## src/hw/rtl/mms_pkg.sv

```systemverilog
package mms_pkg;

    localparam int FRAC_BITS_DEF   = 16;
    localparam int COUNT_WIDTH_DEF = 32;

    localparam int ACC_W     = 24;
    localparam int REL_W     = 16;
    localparam int DELTA_W   = 20;
    localparam int TIME_W    = 40;
    localparam int IDLE_W    = 32;
    localparam int OUT_W     = 32;
    localparam int SPS_FRAC  = 8;
    localparam int DQ_W      = DELTA_W + SPS_FRAC;
    localparam int SPS_W     = TIME_W + SPS_FRAC;
    localparam int SCALE_W   = 16;
    localparam int CFG_DATA_W = 20;
    localparam int CFG_IDX_W  = 2;

    localparam logic [CFG_IDX_W-1:0] CFG_SMOOTHING_ENABLE = 2'd0;
    localparam logic [CFG_IDX_W-1:0] CFG_MAX_FRAME_DELTA  = 2'd1;
    localparam logic [CFG_IDX_W-1:0] CFG_OUTPUT_SCALE     = 2'd2;

    localparam logic [DELTA_W-1:0] MAX_DELTA_RST     = 20'd250000;
    localparam logic [SCALE_W-1:0] OUTPUT_SCALE_RST  = 16'd6554;
    localparam logic [TIME_W-1:0]  SAMPLING_TIME_RST = 40'd8000;

    localparam logic CMD_MOTION    = 1'b0;
    localparam logic CMD_FRAME_END = 1'b1;

    typedef enum logic [1:0] {
        DIV_SPS,
        DIV_VAL,
        DIV_CNT,
        DIV_SM
    } div_sel_t;

    typedef enum logic {
        MUL_DQ,
        MUL_SCALE
    } mul_sel_t;

    typedef enum logic [3:0] {
        S_IDLE,
        S_LOAD,
        S_CHECK,
        S_SPS_DIV,
        S_DECIDE,
        S_MUL_START,
        S_DQ_MUL,
        S_VAL_DIV,
        S_CNT_DIV,
        S_SMD_START,
        S_SM_DIV,
        S_SCL_START,
        S_SCL_MUL,
        S_OUT
    } state_t;

    typedef struct packed {
        logic     axis;
        logic     motion;
        logic     frame_start;
        logic     load;
        logic     load_sm_val;
        logic     zero_sm;
        logic     zero_idle;
        logic     idle_step;
        logic     store_sm_val;
        logic     store_sm_div;
        logic     store_val_div;
        logic     set_sps;
        logic     set_count;
        logic     store_res;
        logic     commit;
        logic     div_start;
        div_sel_t div_sel;
        logic     mul_start;
        mul_sel_t mul_sel;
    } cmd_t;

    typedef struct packed {
        logic enable;
        logic too_long;
        logic val_zero;
        logic sm_zero;
        logic idle_small;
        logic dq_lt;
        logic div_done;
        logic mul_done;
        logic out_free;
    } sts_t;

endpackage

```

## src/hw/rtl/mms_divider.sv

```systemverilog
module mms_divider #(
    parameter int NW = 69,
    parameter int DW = 48
) (
    input  logic          clk,
    input  logic          rst_n,
    input  logic          start,
    input  logic [NW-1:0] num,
    input  logic [DW-1:0] den,
    output logic          done,
    output logic [NW:0]   quo
);

    localparam int QW  = NW + 1;
    localparam int CNW = $clog2(QW);

    logic [QW-1:0]  sh_reg;
    logic [DW-1:0]  rem_reg;
    logic [DW-1:0]  den_reg;
    logic [CNW-1:0] cnt_reg;
    logic           busy_reg;
    logic           done_reg;

    logic [DW:0]    trial;
    logic [DW:0]    diff;
    logic           ge;

    always_comb
    begin
        trial = {rem_reg, sh_reg[QW-1]};
        diff  = trial - {1'b0, den_reg};
        ge    = trial >= {1'b0, den_reg};
    end

    always_ff @(posedge clk or negedge rst_n)
    begin
        if (!rst_n)
        begin
            busy_reg <= 1'b0;
            done_reg <= 1'b0;
            cnt_reg  <= '0;
        end
        else
        begin
            done_reg <= 1'b0;
            if (start)
            begin
                busy_reg <= 1'b1;
                cnt_reg  <= '0;
            end
            else if (busy_reg)
            begin
                cnt_reg <= cnt_reg + 1'b1;
                if (cnt_reg == CNW'(QW - 1))
                begin
                    busy_reg <= 1'b0;
                    done_reg <= 1'b1;
                end
            end
        end
    end

    always_ff @(posedge clk)
    begin
        if (start)
        begin
            sh_reg  <= {1'b0, num} + QW'(den[DW-1:1]);
            rem_reg <= '0;
            den_reg <= den;
        end
        else if (busy_reg)
        begin
            sh_reg  <= {sh_reg[QW-2:0], ge};
            rem_reg <= ge ? diff[DW-1:0] : trial[DW-1:0];
        end
    end

    assign done = done_reg;
    assign quo  = sh_reg;

endmodule

```

## src/hw/rtl/mms_multiplier.sv

```systemverilog
module mms_multiplier #(
    parameter int AW = 41,
    parameter int BW = 28
) (
    input  logic             clk,
    input  logic             rst_n,
    input  logic             start,
    input  logic [AW-1:0]    a,
    input  logic [BW-1:0]    b,
    output logic             done,
    output logic [AW+BW-1:0] prod
);

    localparam int PW  = AW + BW;
    localparam int CNW = $clog2(BW);

    logic [PW-1:0]  a_reg;
    logic [BW-1:0]  b_reg;
    logic [PW-1:0]  prod_reg;
    logic [CNW-1:0] cnt_reg;
    logic           busy_reg;
    logic           done_reg;

    always_ff @(posedge clk or negedge rst_n)
    begin
        if (!rst_n)
        begin
            busy_reg <= 1'b0;
            done_reg <= 1'b0;
            cnt_reg  <= '0;
        end
        else
        begin
            done_reg <= 1'b0;
            if (start)
            begin
                busy_reg <= 1'b1;
                cnt_reg  <= '0;
            end
            else if (busy_reg)
            begin
                cnt_reg <= cnt_reg + 1'b1;
                if (cnt_reg == CNW'(BW - 1))
                begin
                    busy_reg <= 1'b0;
                    done_reg <= 1'b1;
                end
            end
        end
    end

    always_ff @(posedge clk)
    begin
        if (start)
        begin
            a_reg    <= PW'(a);
            b_reg    <= b;
            prod_reg <= '0;
        end
        else if (busy_reg)
        begin
            if (b_reg[0])
            begin
                prod_reg <= prod_reg + a_reg;
            end
            a_reg <= {a_reg[PW-2:0], 1'b0};
            b_reg <= {1'b0, b_reg[BW-1:1]};
        end
    end

    assign done = done_reg;
    assign prod = prod_reg;

endmodule

```

## src/hw/rtl/mms_datapath.sv

```systemverilog
module mms_datapath #(
    parameter int FRAC_BITS   = mms_pkg::FRAC_BITS_DEF,
    parameter int COUNT_WIDTH = mms_pkg::COUNT_WIDTH_DEF
) (
    input  logic                                    clk,
    input  logic                                    rst_n,
    input  logic                                    cfg_we,
    input  logic [mms_pkg::CFG_IDX_W-1:0]           cfg_index,
    input  logic [mms_pkg::CFG_DATA_W-1:0]          cfg_data,
    input  logic signed [mms_pkg::REL_W-1:0]        rel_x,
    input  logic signed [mms_pkg::REL_W-1:0]        rel_y,
    input  logic [mms_pkg::DELTA_W-1:0]             frame_delta_us,
    input  logic                                    out_stall,
    output logic                                    out_valid,
    output logic signed [mms_pkg::OUT_W-1:0]        axis_x,
    output logic signed [mms_pkg::OUT_W-1:0]        axis_y,
    input  mms_pkg::cmd_t                           cmd,
    output mms_pkg::sts_t                           sts
);

    localparam int ACC_W  = mms_pkg::ACC_W;
    localparam int REL_W  = mms_pkg::REL_W;
    localparam int DEL_W  = mms_pkg::DELTA_W;
    localparam int TIME_W = mms_pkg::TIME_W;
    localparam int IDLE_W = mms_pkg::IDLE_W;
    localparam int OUT_W  = mms_pkg::OUT_W;
    localparam int DQ_W   = mms_pkg::DQ_W;
    localparam int SPS_W  = mms_pkg::SPS_W;
    localparam int SC_W   = mms_pkg::SCALE_W;
    localparam int VW     = 25 + FRAC_BITS;
    localparam int PW     = VW + DQ_W;
    localparam int NW     = PW;
    localparam int DW     = SPS_W;

    logic                   enable_reg;
    logic [DEL_W-1:0]       max_delta_reg;
    logic [SC_W-1:0]        scale_reg;

    logic [ACC_W-1:0]       acc_reg   [2];
    logic [COUNT_WIDTH-1:0] st_reg    [2];
    logic [TIME_W-1:0]      stime_reg [2];
    logic [OUT_W-1:0]       sm_reg    [2];
    logic [IDLE_W-1:0]      idle_reg  [2];
    logic                   frame_seen_reg;

    logic [DEL_W-1:0]       delta_reg;
    logic [VW-1:0]          val_reg;
    logic                   neg_reg;
    logic [SPS_W-1:0]       sps_reg;
    logic [DQ_W-1:0]        count_reg;
    logic [OUT_W-1:0]       res_reg [2];
    logic [OUT_W-1:0]       axis_x_reg;
    logic [OUT_W-1:0]       axis_y_reg;
    logic                   out_valid_reg;

    logic [REL_W-1:0]       rel [2];
    logic [ACC_W-1:0]       acc_mot [2];
    logic [COUNT_WIDTH-1:0] st_mot [2];
    logic [TIME_W-1:0]      stime_mot [2];
    logic                   upd_time [2];

    logic                   k;
    logic [ACC_W-1:0]       acc_k;
    logic [ACC_W-1:0]       acc_abs;
    logic [OUT_W-1:0]       sm_k;
    logic [OUT_W-1:0]       sm_abs;
    logic [DQ_W-1:0]        dq;
    logic [IDLE_W:0]        idle_sum;
    logic [IDLE_W-1:0]      idle_new;
    logic [COUNT_WIDTH-1:0] n_k;
    logic [DW-1:0]          n_den;

    logic [NW-1:0]          div_num;
    logic [DW-1:0]          div_den;
    logic                   div_done;
    logic [NW:0]            quo;
    logic [DQ_W-1:0]        mul_b;
    logic                   mul_done;
    logic [PW-1:0]          prod;
    logic [PW:0]            rnd_sum;
    logic [VW-1:0]          scaled;
    logic [VW-1:0]          q_v;

    function automatic logic [OUT_W-1:0] sat32(input logic [VW-1:0] mag, input logic neg);
        logic hi;
        if (neg)
        begin
            hi = (|mag[VW-1:OUT_W]) || (mag[OUT_W-1] && (|mag[OUT_W-2:0]));
            sat32 = hi ? {1'b1, {(OUT_W-1){1'b0}}} : (~mag[OUT_W-1:0] + 1'b1);
        end
        else
        begin
            hi = |mag[VW-1:OUT_W-1];
            sat32 = hi ? {1'b0, {(OUT_W-1){1'b1}}} : mag[OUT_W-1:0];
        end
    endfunction

    always_comb
    begin
        rel[0] = rel_x;
        rel[1] = rel_y;
        for (int i = 0; i < 2; i++)
        begin
            logic [ACC_W:0]       sum;
            logic [REL_W-1:0]     rabs;
            logic [COUNT_WIDTH:0] ssum;
            logic [TIME_W:0]      tsum;
            sum  = {acc_reg[i][ACC_W-1], acc_reg[i]}
                 + {{(ACC_W + 1 - REL_W){rel[i][REL_W-1]}}, rel[i]};
            if (sum[ACC_W] != sum[ACC_W-1])
            begin
                acc_mot[i] = sum[ACC_W] ? {1'b1, {(ACC_W-1){1'b0}}}
                                        : {1'b0, {(ACC_W-1){1'b1}}};
            end
            else
            begin
                acc_mot[i] = sum[ACC_W-1:0];
            end
            rabs = rel[i][REL_W-1] ? (~rel[i] + 1'b1) : rel[i];
            ssum = {1'b0, st_reg[i]} + (COUNT_WIDTH + 1)'(rabs);
            st_mot[i] = ssum[COUNT_WIDTH] ? '1 : ssum[COUNT_WIDTH-1:0];
            tsum = {1'b0, stime_reg[i]} + (TIME_W + 1)'(frame_delta_us);
            stime_mot[i] = tsum[TIME_W] ? '1 : tsum[TIME_W-1:0];
            upd_time[i] = !frame_seen_reg && (rel[i] != '0) && (sm_reg[i] != '0);
        end
    end

    always_comb
    begin
        k        = cmd.axis;
        acc_k    = acc_reg[k];
        acc_abs  = acc_k[ACC_W-1] ? (~acc_k + 1'b1) : acc_k;
        sm_k     = sm_reg[k];
        sm_abs   = sm_k[OUT_W-1] ? (~sm_k + 1'b1) : sm_k;
        dq       = {delta_reg, {mms_pkg::SPS_FRAC{1'b0}}};
        idle_sum = {1'b0, idle_reg[k]} + (IDLE_W + 1)'(delta_reg);
        idle_new = idle_sum[IDLE_W] ? '1 : idle_sum[IDLE_W-1:0];
        n_k      = st_reg[k];
        n_den    = (n_k == '0) ? DW'(1) : DW'(n_k);

        case (cmd.div_sel)
            mms_pkg::DIV_SPS:
            begin
                div_num = NW'({stime_reg[k], {mms_pkg::SPS_FRAC{1'b0}}});
                div_den = n_den;
            end
            mms_pkg::DIV_VAL:
            begin
                div_num = prod;
                div_den = sps_reg;
            end
            mms_pkg::DIV_CNT:
            begin
                div_num = NW'(dq);
                div_den = sps_reg;
            end
            mms_pkg::DIV_SM:
            begin
                div_num = NW'(val_reg);
                div_den = DW'(count_reg);
            end
            default:
            begin
                div_num = '0;
                div_den = DW'(1);
            end
        endcase

        case (cmd.mul_sel)
            mms_pkg::MUL_DQ:    mul_b = dq;
            mms_pkg::MUL_SCALE: mul_b = DQ_W'(scale_reg);
            default:            mul_b = '0;
        endcase

        rnd_sum = {1'b0, prod} + (PW + 1)'(1 << (SC_W - 1));
        scaled  = rnd_sum[VW+SC_W-1:SC_W];
        q_v     = quo[VW-1:0];

        sts.enable     = enable_reg;
        sts.too_long   = delta_reg >= max_delta_reg;
        sts.val_zero   = val_reg == '0;
        sts.sm_zero    = sm_k == '0;
        sts.idle_small = SPS_W'({idle_new, {mms_pkg::SPS_FRAC{1'b0}}}) < sps_reg;
        sts.dq_lt      = (SPS_W + 1)'(dq) < {sps_reg, 1'b0};
        sts.div_done   = div_done;
        sts.mul_done   = mul_done;
        sts.out_free   = !out_valid_reg || !out_stall;
    end

    mms_divider #(
        .NW (NW),
        .DW (DW)
    ) u_div (
        .clk   (clk),
        .rst_n (rst_n),
        .start (cmd.div_start),
        .num   (div_num),
        .den   (div_den),
        .done  (div_done),
        .quo   (quo)
    );

    mms_multiplier #(
        .AW (VW),
        .BW (DQ_W)
    ) u_mul (
        .clk   (clk),
        .rst_n (rst_n),
        .start (cmd.mul_start),
        .a     (val_reg),
        .b     (mul_b),
        .done  (mul_done),
        .prod  (prod)
    );

    always_ff @(posedge clk or negedge rst_n)
    begin
        if (!rst_n)
        begin
            enable_reg     <= 1'b0;
            max_delta_reg  <= mms_pkg::MAX_DELTA_RST;
            scale_reg      <= mms_pkg::OUTPUT_SCALE_RST;
            frame_seen_reg <= 1'b0;
            out_valid_reg  <= 1'b0;
            for (int i = 0; i < 2; i++)
            begin
                acc_reg[i]   <= '0;
                st_reg[i]    <= COUNT_WIDTH'(1);
                stime_reg[i] <= mms_pkg::SAMPLING_TIME_RST;
                sm_reg[i]    <= '0;
                idle_reg[i]  <= '0;
            end
        end
        else
        begin
            if (cfg_we)
            begin
                case (cfg_index)
                    mms_pkg::CFG_SMOOTHING_ENABLE: enable_reg    <= cfg_data[0];
                    mms_pkg::CFG_MAX_FRAME_DELTA:  max_delta_reg <= cfg_data;
                    mms_pkg::CFG_OUTPUT_SCALE:     scale_reg     <= cfg_data[SC_W-1:0];
                    default:                       ;
                endcase
            end
            if (cmd.motion)
            begin
                for (int i = 0; i < 2; i++)
                begin
                    acc_reg[i] <= acc_mot[i];
                    st_reg[i]  <= st_mot[i];
                    if (upd_time[i])
                    begin
                        stime_reg[i] <= stime_mot[i];
                    end
                end
                frame_seen_reg <= 1'b1;
            end
            if (cmd.zero_sm)
            begin
                sm_reg[k] <= '0;
            end
            if (cmd.store_sm_val)
            begin
                sm_reg[k] <= sat32(val_reg, neg_reg);
            end
            if (cmd.store_sm_div)
            begin
                sm_reg[k] <= sat32(q_v, neg_reg);
            end
            if (cmd.zero_idle)
            begin
                idle_reg[k] <= '0;
            end
            if (cmd.idle_step)
            begin
                idle_reg[k] <= idle_new;
            end
            if (cmd.commit)
            begin
                acc_reg[0]     <= '0;
                acc_reg[1]     <= '0;
                frame_seen_reg <= 1'b0;
                out_valid_reg  <= 1'b1;
            end
            else if (out_valid_reg && !out_stall)
            begin
                out_valid_reg <= 1'b0;
            end
        end
    end

    always_ff @(posedge clk)
    begin
        if (cmd.frame_start)
        begin
            delta_reg <= frame_delta_us;
        end
        if (cmd.load)
        begin
            val_reg <= VW'({acc_abs, {FRAC_BITS{1'b0}}});
            neg_reg <= acc_k[ACC_W-1];
        end
        if (cmd.load_sm_val)
        begin
            val_reg <= VW'(sm_abs);
            neg_reg <= sm_k[OUT_W-1];
        end
        if (cmd.store_val_div)
        begin
            val_reg <= q_v;
        end
        if (cmd.set_sps)
        begin
            sps_reg <= (quo[DW-1:0] == '0) ? DW'(1) : quo[DW-1:0];
        end
        if (cmd.set_count)
        begin
            count_reg <= quo[DQ_W-1:0];
        end
        if (cmd.store_res)
        begin
            res_reg[k] <= sat32(scaled, !neg_reg);
        end
        if (cmd.commit)
        begin
            axis_x_reg <= res_reg[0];
            axis_y_reg <= res_reg[1];
        end
    end

    assign out_valid = out_valid_reg;
    assign axis_x    = axis_x_reg;
    assign axis_y    = axis_y_reg;

endmodule

```

## src/hw/rtl/mms_ctrl.sv

```systemverilog
module mms_ctrl (
    input  logic          clk,
    input  logic          rst_n,
    input  logic          in_valid,
    input  logic          command,
    input  mms_pkg::sts_t sts,
    output logic          in_stall,
    output mms_pkg::cmd_t cmd
);

    mms_pkg::state_t state_reg;
    mms_pkg::state_t state_next;
    logic            axis_reg;
    logic            axis_next;
    logic            idle_path_reg;
    logic            idle_path_next;

    always_ff @(posedge clk or negedge rst_n)
    begin
        if (!rst_n)
        begin
            state_reg     <= mms_pkg::S_IDLE;
            axis_reg      <= 1'b0;
            idle_path_reg <= 1'b0;
        end
        else
        begin
            state_reg     <= state_next;
            axis_reg      <= axis_next;
            idle_path_reg <= idle_path_next;
        end
    end

    always_comb
    begin
        state_next     = state_reg;
        axis_next      = axis_reg;
        idle_path_next = idle_path_reg;
        cmd            = '0;
        cmd.div_sel    = mms_pkg::DIV_SPS;
        cmd.mul_sel    = mms_pkg::MUL_SCALE;
        cmd.axis       = axis_reg;
        in_stall       = state_reg != mms_pkg::S_IDLE;

        case (state_reg)
            mms_pkg::S_IDLE:
            begin
                if (in_valid)
                begin
                    if (command == mms_pkg::CMD_MOTION)
                    begin
                        cmd.motion = 1'b1;
                    end
                    else
                    begin
                        cmd.frame_start = 1'b1;
                        axis_next       = 1'b0;
                        state_next      = mms_pkg::S_LOAD;
                    end
                end
            end
            mms_pkg::S_LOAD:
            begin
                cmd.load   = 1'b1;
                state_next = mms_pkg::S_CHECK;
            end
            mms_pkg::S_CHECK:
            begin
                if (!sts.enable)
                begin
                    cmd.mul_start = 1'b1;
                    state_next    = mms_pkg::S_SCL_MUL;
                end
                else if (sts.too_long)
                begin
                    cmd.zero_sm   = 1'b1;
                    cmd.zero_idle = 1'b1;
                    cmd.mul_start = 1'b1;
                    state_next    = mms_pkg::S_SCL_MUL;
                end
                else
                begin
                    cmd.div_start = 1'b1;
                    state_next    = mms_pkg::S_SPS_DIV;
                end
            end
            mms_pkg::S_SPS_DIV:
            begin
                if (sts.div_done)
                begin
                    cmd.set_sps = 1'b1;
                    state_next  = mms_pkg::S_DECIDE;
                end
            end
            mms_pkg::S_DECIDE:
            begin
                if (sts.val_zero)
                begin
                    cmd.idle_step = 1'b1;
                    if (sts.idle_small)
                    begin
                        cmd.load_sm_val = 1'b1;
                        idle_path_next  = 1'b1;
                        state_next      = mms_pkg::S_MUL_START;
                    end
                    else
                    begin
                        cmd.zero_sm   = 1'b1;
                        cmd.mul_start = 1'b1;
                        state_next    = mms_pkg::S_SCL_MUL;
                    end
                end
                else
                begin
                    cmd.zero_idle = 1'b1;
                    if (sts.sm_zero)
                    begin
                        cmd.store_sm_val = 1'b1;
                        cmd.mul_start    = 1'b1;
                        state_next       = mms_pkg::S_SCL_MUL;
                    end
                    else if (sts.dq_lt)
                    begin
                        idle_path_next = 1'b0;
                        cmd.mul_sel    = mms_pkg::MUL_DQ;
                        cmd.mul_start  = 1'b1;
                        state_next     = mms_pkg::S_DQ_MUL;
                    end
                    else
                    begin
                        cmd.div_sel   = mms_pkg::DIV_CNT;
                        cmd.div_start = 1'b1;
                        state_next    = mms_pkg::S_CNT_DIV;
                    end
                end
            end
            mms_pkg::S_MUL_START:
            begin
                cmd.mul_sel   = mms_pkg::MUL_DQ;
                cmd.mul_start = 1'b1;
                state_next    = mms_pkg::S_DQ_MUL;
            end
            mms_pkg::S_DQ_MUL:
            begin
                if (sts.mul_done)
                begin
                    cmd.div_sel   = mms_pkg::DIV_VAL;
                    cmd.div_start = 1'b1;
                    state_next    = mms_pkg::S_VAL_DIV;
                end
            end
            mms_pkg::S_VAL_DIV:
            begin
                if (sts.div_done)
                begin
                    cmd.store_val_div = 1'b1;
                    cmd.store_sm_div  = !idle_path_reg;
                    state_next        = mms_pkg::S_SCL_START;
                end
            end
            mms_pkg::S_CNT_DIV:
            begin
                if (sts.div_done)
                begin
                    cmd.set_count = 1'b1;
                    state_next    = mms_pkg::S_SMD_START;
                end
            end
            mms_pkg::S_SMD_START:
            begin
                cmd.div_sel   = mms_pkg::DIV_SM;
                cmd.div_start = 1'b1;
                state_next    = mms_pkg::S_SM_DIV;
            end
            mms_pkg::S_SM_DIV:
            begin
                if (sts.div_done)
                begin
                    cmd.store_sm_div = 1'b1;
                    state_next       = mms_pkg::S_SCL_START;
                end
            end
            mms_pkg::S_SCL_START:
            begin
                cmd.mul_start = 1'b1;
                state_next    = mms_pkg::S_SCL_MUL;
            end
            mms_pkg::S_SCL_MUL:
            begin
                if (sts.mul_done)
                begin
                    cmd.store_res = 1'b1;
                    if (!axis_reg)
                    begin
                        axis_next  = 1'b1;
                        state_next = mms_pkg::S_LOAD;
                    end
                    else
                    begin
                        state_next = mms_pkg::S_OUT;
                    end
                end
            end
            mms_pkg::S_OUT:
            begin
                if (sts.out_free)
                begin
                    cmd.commit = 1'b1;
                    state_next = mms_pkg::S_IDLE;
                end
            end
            default:
            begin
                state_next = mms_pkg::S_IDLE;
            end
        endcase
    end

endmodule

```

## src/hw/rtl/mouse_motion_smoother_core.sv

```systemverilog
// A motion request is absorbed in the cycle it is accepted. An end-of-frame request
// works on X and then Y with one shared shift-add multiplier (28 steps) and one
// restoring divider that retires one quotient bit per cycle (FRAC_BITS + 54 steps);
// no request is taken while a frame end is being worked on.
// The result stays in an output register, so the next request is accepted while it waits.
module mouse_motion_smoother_core #(
    parameter int FRAC_BITS   = mms_pkg::FRAC_BITS_DEF,
    parameter int COUNT_WIDTH = mms_pkg::COUNT_WIDTH_DEF
) (
    input  logic                                clk,
    input  logic                                rst_n,
    input  logic                                cfg_we,
    input  logic [mms_pkg::CFG_IDX_W-1:0]       cfg_index,
    input  logic [mms_pkg::CFG_DATA_W-1:0]      cfg_data,
    input  logic                                in_valid,
    output logic                                in_stall,
    input  logic                                command,
    input  logic signed [mms_pkg::REL_W-1:0]    rel_x,
    input  logic signed [mms_pkg::REL_W-1:0]    rel_y,
    input  logic [mms_pkg::DELTA_W-1:0]         frame_delta_us,
    output logic                                out_valid,
    input  logic                                out_stall,
    output logic signed [mms_pkg::OUT_W-1:0]    axis_x,
    output logic signed [mms_pkg::OUT_W-1:0]    axis_y
);

    mms_pkg::cmd_t cmd;
    mms_pkg::sts_t sts;

    mms_ctrl u_ctrl (
        .clk      (clk),
        .rst_n    (rst_n),
        .in_valid (in_valid),
        .command  (command),
        .sts      (sts),
        .in_stall (in_stall),
        .cmd      (cmd)
    );

    mms_datapath #(
        .FRAC_BITS   (FRAC_BITS),
        .COUNT_WIDTH (COUNT_WIDTH)
    ) u_dp (
        .clk            (clk),
        .rst_n          (rst_n),
        .cfg_we         (cfg_we),
        .cfg_index      (cfg_index),
        .cfg_data       (cfg_data),
        .rel_x          (rel_x),
        .rel_y          (rel_y),
        .frame_delta_us (frame_delta_us),
        .out_stall      (out_stall),
        .out_valid      (out_valid),
        .axis_x         (axis_x),
        .axis_y         (axis_y),
        .cmd            (cmd),
        .sts            (sts)
    );

endmodule

```

## config.mk

```make
export PLATFORM = sky130hd
export DESIGN_NAME = mouse_motion_smoother_core
export DESIGN_NICKNAME = d
export VERILOG_FILES = /design/src/hw/rtl/mms_pkg.sv /design/src/hw/rtl/mms_divider.sv /design/src/hw/rtl/mms_multiplier.sv /design/src/hw/rtl/mms_datapath.sv /design/src/hw/rtl/mms_ctrl.sv /design/src/hw/rtl/mouse_motion_smoother_core.sv
export SDC_FILE = /design/constraint.sdc
export NUM_CORES = 2
export LEC_CHECK = 0
export BUFFER_PORTS_ARGS = -buffer_cell sky130_fd_sc_hd__buf_4
export CAP_MARGIN = 15
export CORE_ASPECT_RATIO = 0.75
export CORE_UTILIZATION = 53
export CTS_BUF_LIST = sky130_fd_sc_hd__clkbuf_8
export DETAILED_ROUTE_END_ITERATION = 16
export PLACE_DENSITY = 0.69
export SYNTH_ARGS = -nofsm -noshare
export SYNTH_HDL_FRONTEND = slang
export SYNTH_HIERARCHICAL = 1
export SYNTH_SLANG_ARGS = --single-unit
```

## constraint.sdc

```tcl
create_clock -name clk -period 25.6 [get_ports clk]
set_clock_uncertainty 0.15 [all_clocks]
set_input_delay 3.84 -clock clk [delete_from_list [all_inputs] [get_ports clk]]
set_output_delay 3.84 -clock clk [all_outputs]
set_load 0.1 [all_outputs]
```

Word level (Yosys, flattened, before mapping)

Memories as Yosys holds them, arrays and structs flattened. A register that Yosys moved wholly into a read port is not among the register bits.
Index checks and enable logic that the tools add are counted.

Muxes and demuxes: 158
Divide/modulo/power cells: 0
Add/sub/neg operators: 20
Multiply operators: 0
Shifts and indexed selects: 0
Magnitude comparators: 6
Reductions and logical operators: 58
Bitwise gates (word level): 12
Equal/unequal tests: 32

Operators by type and width:

| operator                 | number |
|---|---|
| $mux W32                 | 27 |
| $mux W64                 | 5 |
| $pmux W69 S4             | 1 |
| $mux W41                 | 5 |
| $mux W40                 | 5 |
| $bwmux W64               | 3 |
| $mux W24                 | 8 |
| $mux W48                 | 3 |
| $pmux W48 S3             | 1 |
| $mux W70                 | 2 |
| $add A32 B1 Y32 const B  | 4 |
| $and A64 B64 Y64         | 2 |
| $not A32 Y32             | 4 |
| $reduce_or A31 Y1        | 3 |
| $add A40 B20 Y41         | 2 |
| $add A69 B47 Y70         | 1 |
| $add A69 B69 Y69         | 1 |
| $add A32 B16 Y33         | 2 |
| $logic_not A32 Y1        | 2 |
| $not A64 Y64             | 1 |
| $reduce_bool A32 Y1      | 2 |
| $mux W4                  | 15 |
| $add A57 B16 Y57 const B | 1 |
| $mux W28                 | 2 |
| 59 further kinds         | 184 |

Memories kept: 1
Latch bits: 0
ROM bits: 0
Bits of input ports: 80
RAM bits: 64
Word-level logic and storage cells: 323
Bits in registers: 851

Memory list:

| memory       | words | bits a word | rd ports | clocked after memory_dff | write ports | RTL line           | text |
|---|---|---|---|---|---|---|---|
| u_dp.res_reg | 2     | 32          | 2        | 2                        | 1           | mms_datapath.sv:51 | `logic [OUT_W-1:0] res_reg [2];` |

Longest topological paths before layout

Depth in word-level cells: 15
Gate-level depth with buffers: 42
Mapped depth without buffers: 29

Cells and area by module

The synthesis kept the hierarchy.

Modules (own cells, without submodules):

| module         | times used | sequential area each (sq um) | cells each | area each (sq um) |
|---|---|---|---|---|
| mms_datapath   | 1          | 17,006.3                     | 4,690      | 43,078.8 |
| mms_divider    | 1          | 4,729.5                      | 1,528      | 13,391.6 |
| mms_multiplier | 1          | 4,189.0                      | 1,153      | 10,560.1 |
| mms_ctrl       | 1          | 150.1                        | 103        | 748.2 |

Worst setup path after synthesis

No wires, ideal clock.

Path type: register to register
From: register u_ctrl.axis_reg
To: register u_dp.val_reg[0], enable pin
Arrival: 9.143 ns
Path slack: 15.908 ns
Setup time: 0.400 ns
Path buffers: 14
Clock period less this slack: 9.692 ns
Stages on the path, launching flop included: 39
Cell sequence: dfrtp_1 > buf_4 > buf_2 > buf_2 > buf_2 > buf_2 > buf_2 > buf_2 > buf_2 > buf_1 > clkbuf_1 > mux2_2 > ha_1 > fa_1 > a21oi_1 > o211ai_1 > a32o_1 > o21ai_1 > (+3 left out) > clkbuf_1 > clkbuf_1 > nand2_1 > ha_1 > a21o_1 > a21oi_1 > nor2b_1 > o21ai_0 > a21oi_1 > o21a_1 > a2111oi_0 > o221ai_1 > o221ai_1 > nand2_1 > nor2_1 > clkbuf_1 > clkbuf_1 > or3_1

RTL lines:

| element                | RTL line            | text |
|---|---|---|
| start, declared        | mms_ctrl.sv:13      | `logic axis_reg;` |
| start signal, assigned | mms_ctrl.sv:29      | `axis_reg <= axis_next;` |
| end signal, assigned   | mms_datapath.sv:300 | `val_reg <= VW'({acc_abs, {FRAC_BITS{1'b0}}});` |
| end signal, assigned   | mms_datapath.sv:305 | `val_reg <= VW'(sm_abs);` |
| end signal, assigned   | mms_datapath.sv:310 | `val_reg <= q_v;` |
| end, declared          | mms_datapath.sv:47  | `logic [VW-1:0] val_reg;` |

==> summary.md <==
| Metric | Value |
|---|---|
| Syn nets | `7956` |
| R2R cell count | `26` |
| Initial antenna violation count | `12` |
| Filler cells | `11300` |
| Crit-path max FO | `126` |
| Logic pwr share | `0.536` |
| H-tree depth | `4` |
| CTS tree | `yes` |
| CP Data Arrival Time | `10860 ps` |
| Setup crit start kind | `flip-flop` |
| Final setup fails | `0` |
| EDFF count, synth | `453` |
| Placed cell count | `8955` |
| PwrDens | `126 nW/um^2` |
| Flop2flop setup slack | `15230 ps` |
| Slew Limit Fails | `0` |
| Clk buf depth | `3` |
| NetSw | `4.37 mW` |
| Hold Buf Count CTS | `0` |
| #FFs+latches synth | `979` |
| Gate Count Post-Synth | `7474` |
| Routed len/inst | `24.5 microns` |
| Utilization after layout | `0.582` |
| Gpl congestion | `1.01` |
| RSZ-0062 raised after global routing | `no` |
| Final non-filler cell total | `9272` |
| I/O pin cnt | `146` |
| DR vias | `60100` |
| Buffers on Ports | `145` |
| Clk pin slew, worst setup/hold paths | `60 ps` |
| Number of flip-flops in the largest register | `80` |
| Later-pin clock latency in the skew report | `990 ps` |
| WHS | `260 ps` |
| Top cells by area, synth | `edfxtp_1 20%, dfrtp_1 13%, ha_1 7.2%` |
| Status | `completed` |
| # Post-CTS Setup Buffers | `0` |
| Yosys warning total | `6` |
| Clock share of power | `0.165` |
| Core footprint | `127000 sq um` |
| Final net count | `7941` |
| Commonest non-fill, non-tap cell in the layout | `nand2_1` |
| Total congestion overflow | `0` |
| Distinct cells, synth | `116` |
| Die width | `415 microns` |
| Peak VDD IR | `0.0865 mV` |
| Critical path class | `flip-flop to flip-flop` |
| # DRC | `0` |
| Sequential power share | `0.299` |
| GR Util All Layers | `0.344` |
| Pin count of the biggest net entering global routing | `128` |
| First-pass GRT wire length | `344 mm` |
| Sink Count | `979` |
| Type of the worst min-delay path | `flip-flop to flip-flop` |
| Share of cells above drive strength 1 | `0.114` |
| Crit path to | `u_dp/u_div/quo[64]` |
| Core Rows | `113` |
| DPL Wire Length | `169 mm` |
| Post-synth ARST share | `0.389` |
| Share of the synthesized area in the top cell type | `0.201` |
| DRC marker count from the first detailed-route iteration | `7531` |
| Setup TNS | `0 ps` |
| Seq/Total Area, Yosys | `0.385` |
| Fin crit share | `0.405` |
| Min Tclk post-route | `10370 ps` |
| Most frequent cells in the layout | `684 x nand2_1, 665 x a21oi_1, 637 x nor2_1` |
| Pint | `4.91 mW` |
| Largest area contributor in the netlist | `edfxtp_1` |
| Pleak | `30.8 nW` |
| Mean area per synthesized cell | `9.07 sq um` |
| Worst R2R Start | `u_ctrl/axis_reg` |
| FMAX | `96.4 MHz` |
| WL final | `228 mm` |
| Max cap viols | `0` |
| Vias per Instance | `6.49` |
| Root Buffer | `clkbuf_8` |
| Die footprint | `129000 sq um` |
| Vias in the first global route | `55400` |
| Initial Util | `0.535` |
| CP endpoint kind | `flip-flop` |
| Mapped cell area | `67800 sq um` |
| Hold Fails Final Rpt | `0` |
| Resized cells post-CTS | `0` |
| Die height | `312 microns` |
| Worst path required time | `26090 ps` |
| CTS Buf Count | `166` |
| Switching share of total power | `0.471` |
| Worst Tran Pin Value | `1220 ps` |
| ANT nets after route | `0` |
| Crit path from | `u_ctrl/axis_reg` |
| Reg2reg end | `u_dp/u_div/quo[64]` |
| Pre-antenna DRT Iters | `7` |
| Ys flop type | `edfxtp_1` |
| Area Overhead vs Synth | `8.74%` |
| Worst slew margin | `0.175` |
==> power by group through the flow <==
| stage | registers [mW] | clock network [mW] | logic (mW) |
|---|---|---|---|
| finish | 2.77 | 1.53 | 4.98 |
| CTS | 2.75 | 1.56 | 4.85 |
| detailed placement | 2.78 | 0 | 4.82 |
| floorplan | 2.56 | 0 | 3.67 |
| global route | 2.81 | 1.63 | 5.41 |
| global placement | 2.77 | 0 | 4.76 |
==> synthesized netlist by cell type (121+ instances only) <==
library cell  instances
a21o_1              173
nand3_1             138
nand2_1             686
nor3_1              165
o21ai_0             421
ha_1                392
xor2_1              156
nor2_1              642
a31oi_1             121
dfrtp_1             353
a21oi_1             667
mux2i_1             187
dfxtp_1             145
mux2_2              198
edfxtp_1            453
inv_1               279
xnor2_1             232
clkbuf_1            333
==> cell type report <==
class / count / area (sq um) / share of cell area
multi-input combinational: 5787 / 39100 / 0.530
sequential: 979 / 26100 / 0.354
clock buffer: 186 / 2560 / 0.0347
tap: 1667 / 2090 / 0.0283
timing repair buffer: 245 / 1890 / 0.0257
inverter: 280 / 1050 / 0.0143
clock inverter: 124 / 963 / 0.0131
antenna: 4 / 10.0 / 0.000136
==> per-layer routing <==
metal / up-vias / wire, microns / global-route usage
li1: 27800 / - / -
met1: 29000 / 102000 / 0.505
met2: 2909 / 96300 / 0.501
met3: 402 / 22400 / 0.0729
met4: 8 / 6980 / 0.112
met5: - / 46 / 0
==> stage by stage <==
stage	power, mW	setup slack, ps	cell area, sq um
global placement	7.53	15800	70100
global route	9.84	14620	73700
floorplan	6.23	15910	67800
finish	9.29	15230	73700
CTS	9.16	15480	73600
detailed placement	7.60	15500	70100
==> worst min path at each step <==
stage	endpoint	depth (start not counted)	slack (ps)	from
3_3_place_gp	u_dp/axis_x[7]	0	250	u_dp/res_reg[0][7]
5_1_grt	u_dp/axis_y[30]	0	260	u_dp/res_reg[1][30]
2_1_floorplan	u_dp/axis_x[0]	0	250	u_dp/res_reg[0][0]
3_5_place_dp	u_dp/axis_x[0]	0	250	u_dp/res_reg[0][0]
4_1_cts	u_dp/axis_y[30]	0	260	u_dp/res_reg[1][30]
6_report	u_dp/axis_y[30]	0	260	u_dp/res_reg[1][30]
==> logic make-up (layout without fill, tap and decap cells) <==
group / Yosys count / count (layout) / share of synthesized area
buffers and inverters: 708 / 835 / 0.0419
adders and majority gates: 402 / 402 / 0.0753
xor gates and xnor gates: 388 / 388 / 0.0501
muxes: 386 / 386 / 0.0607
AOI/OAI and AO/OA: 2241 / 2241 / 0.218
DFF: 979 / 979 / 0.385
and+or+nand+nor: 2370 / 2370 / 0.169
other: 0 / 4 / 0
==> critical path, stage by stage, from the launching register on <==
cell	delay, ps
dfrtp_4	1070
buf_12	470
buf_4	750
mux2i_1	350
o21ai_0	220
nor4_1	590
and2_1	280
nand4_1	210
nor3_1	530
or3_1	240
or3_1	150
a21oi_2	100
inv_1	160
ha_4	130
buf_4	630
buf_4	650
mux2i_1	260
ha_1	320
a21oi_1	220
a21boi_0	140
o311ai_0	480
o21ai_1	120
nor2_1	250
o211ai_2	240
o21ai_2	770
a2111o_1	270
o221ai_1	110
Note: power is estimated with default switching activity, not from simulation.
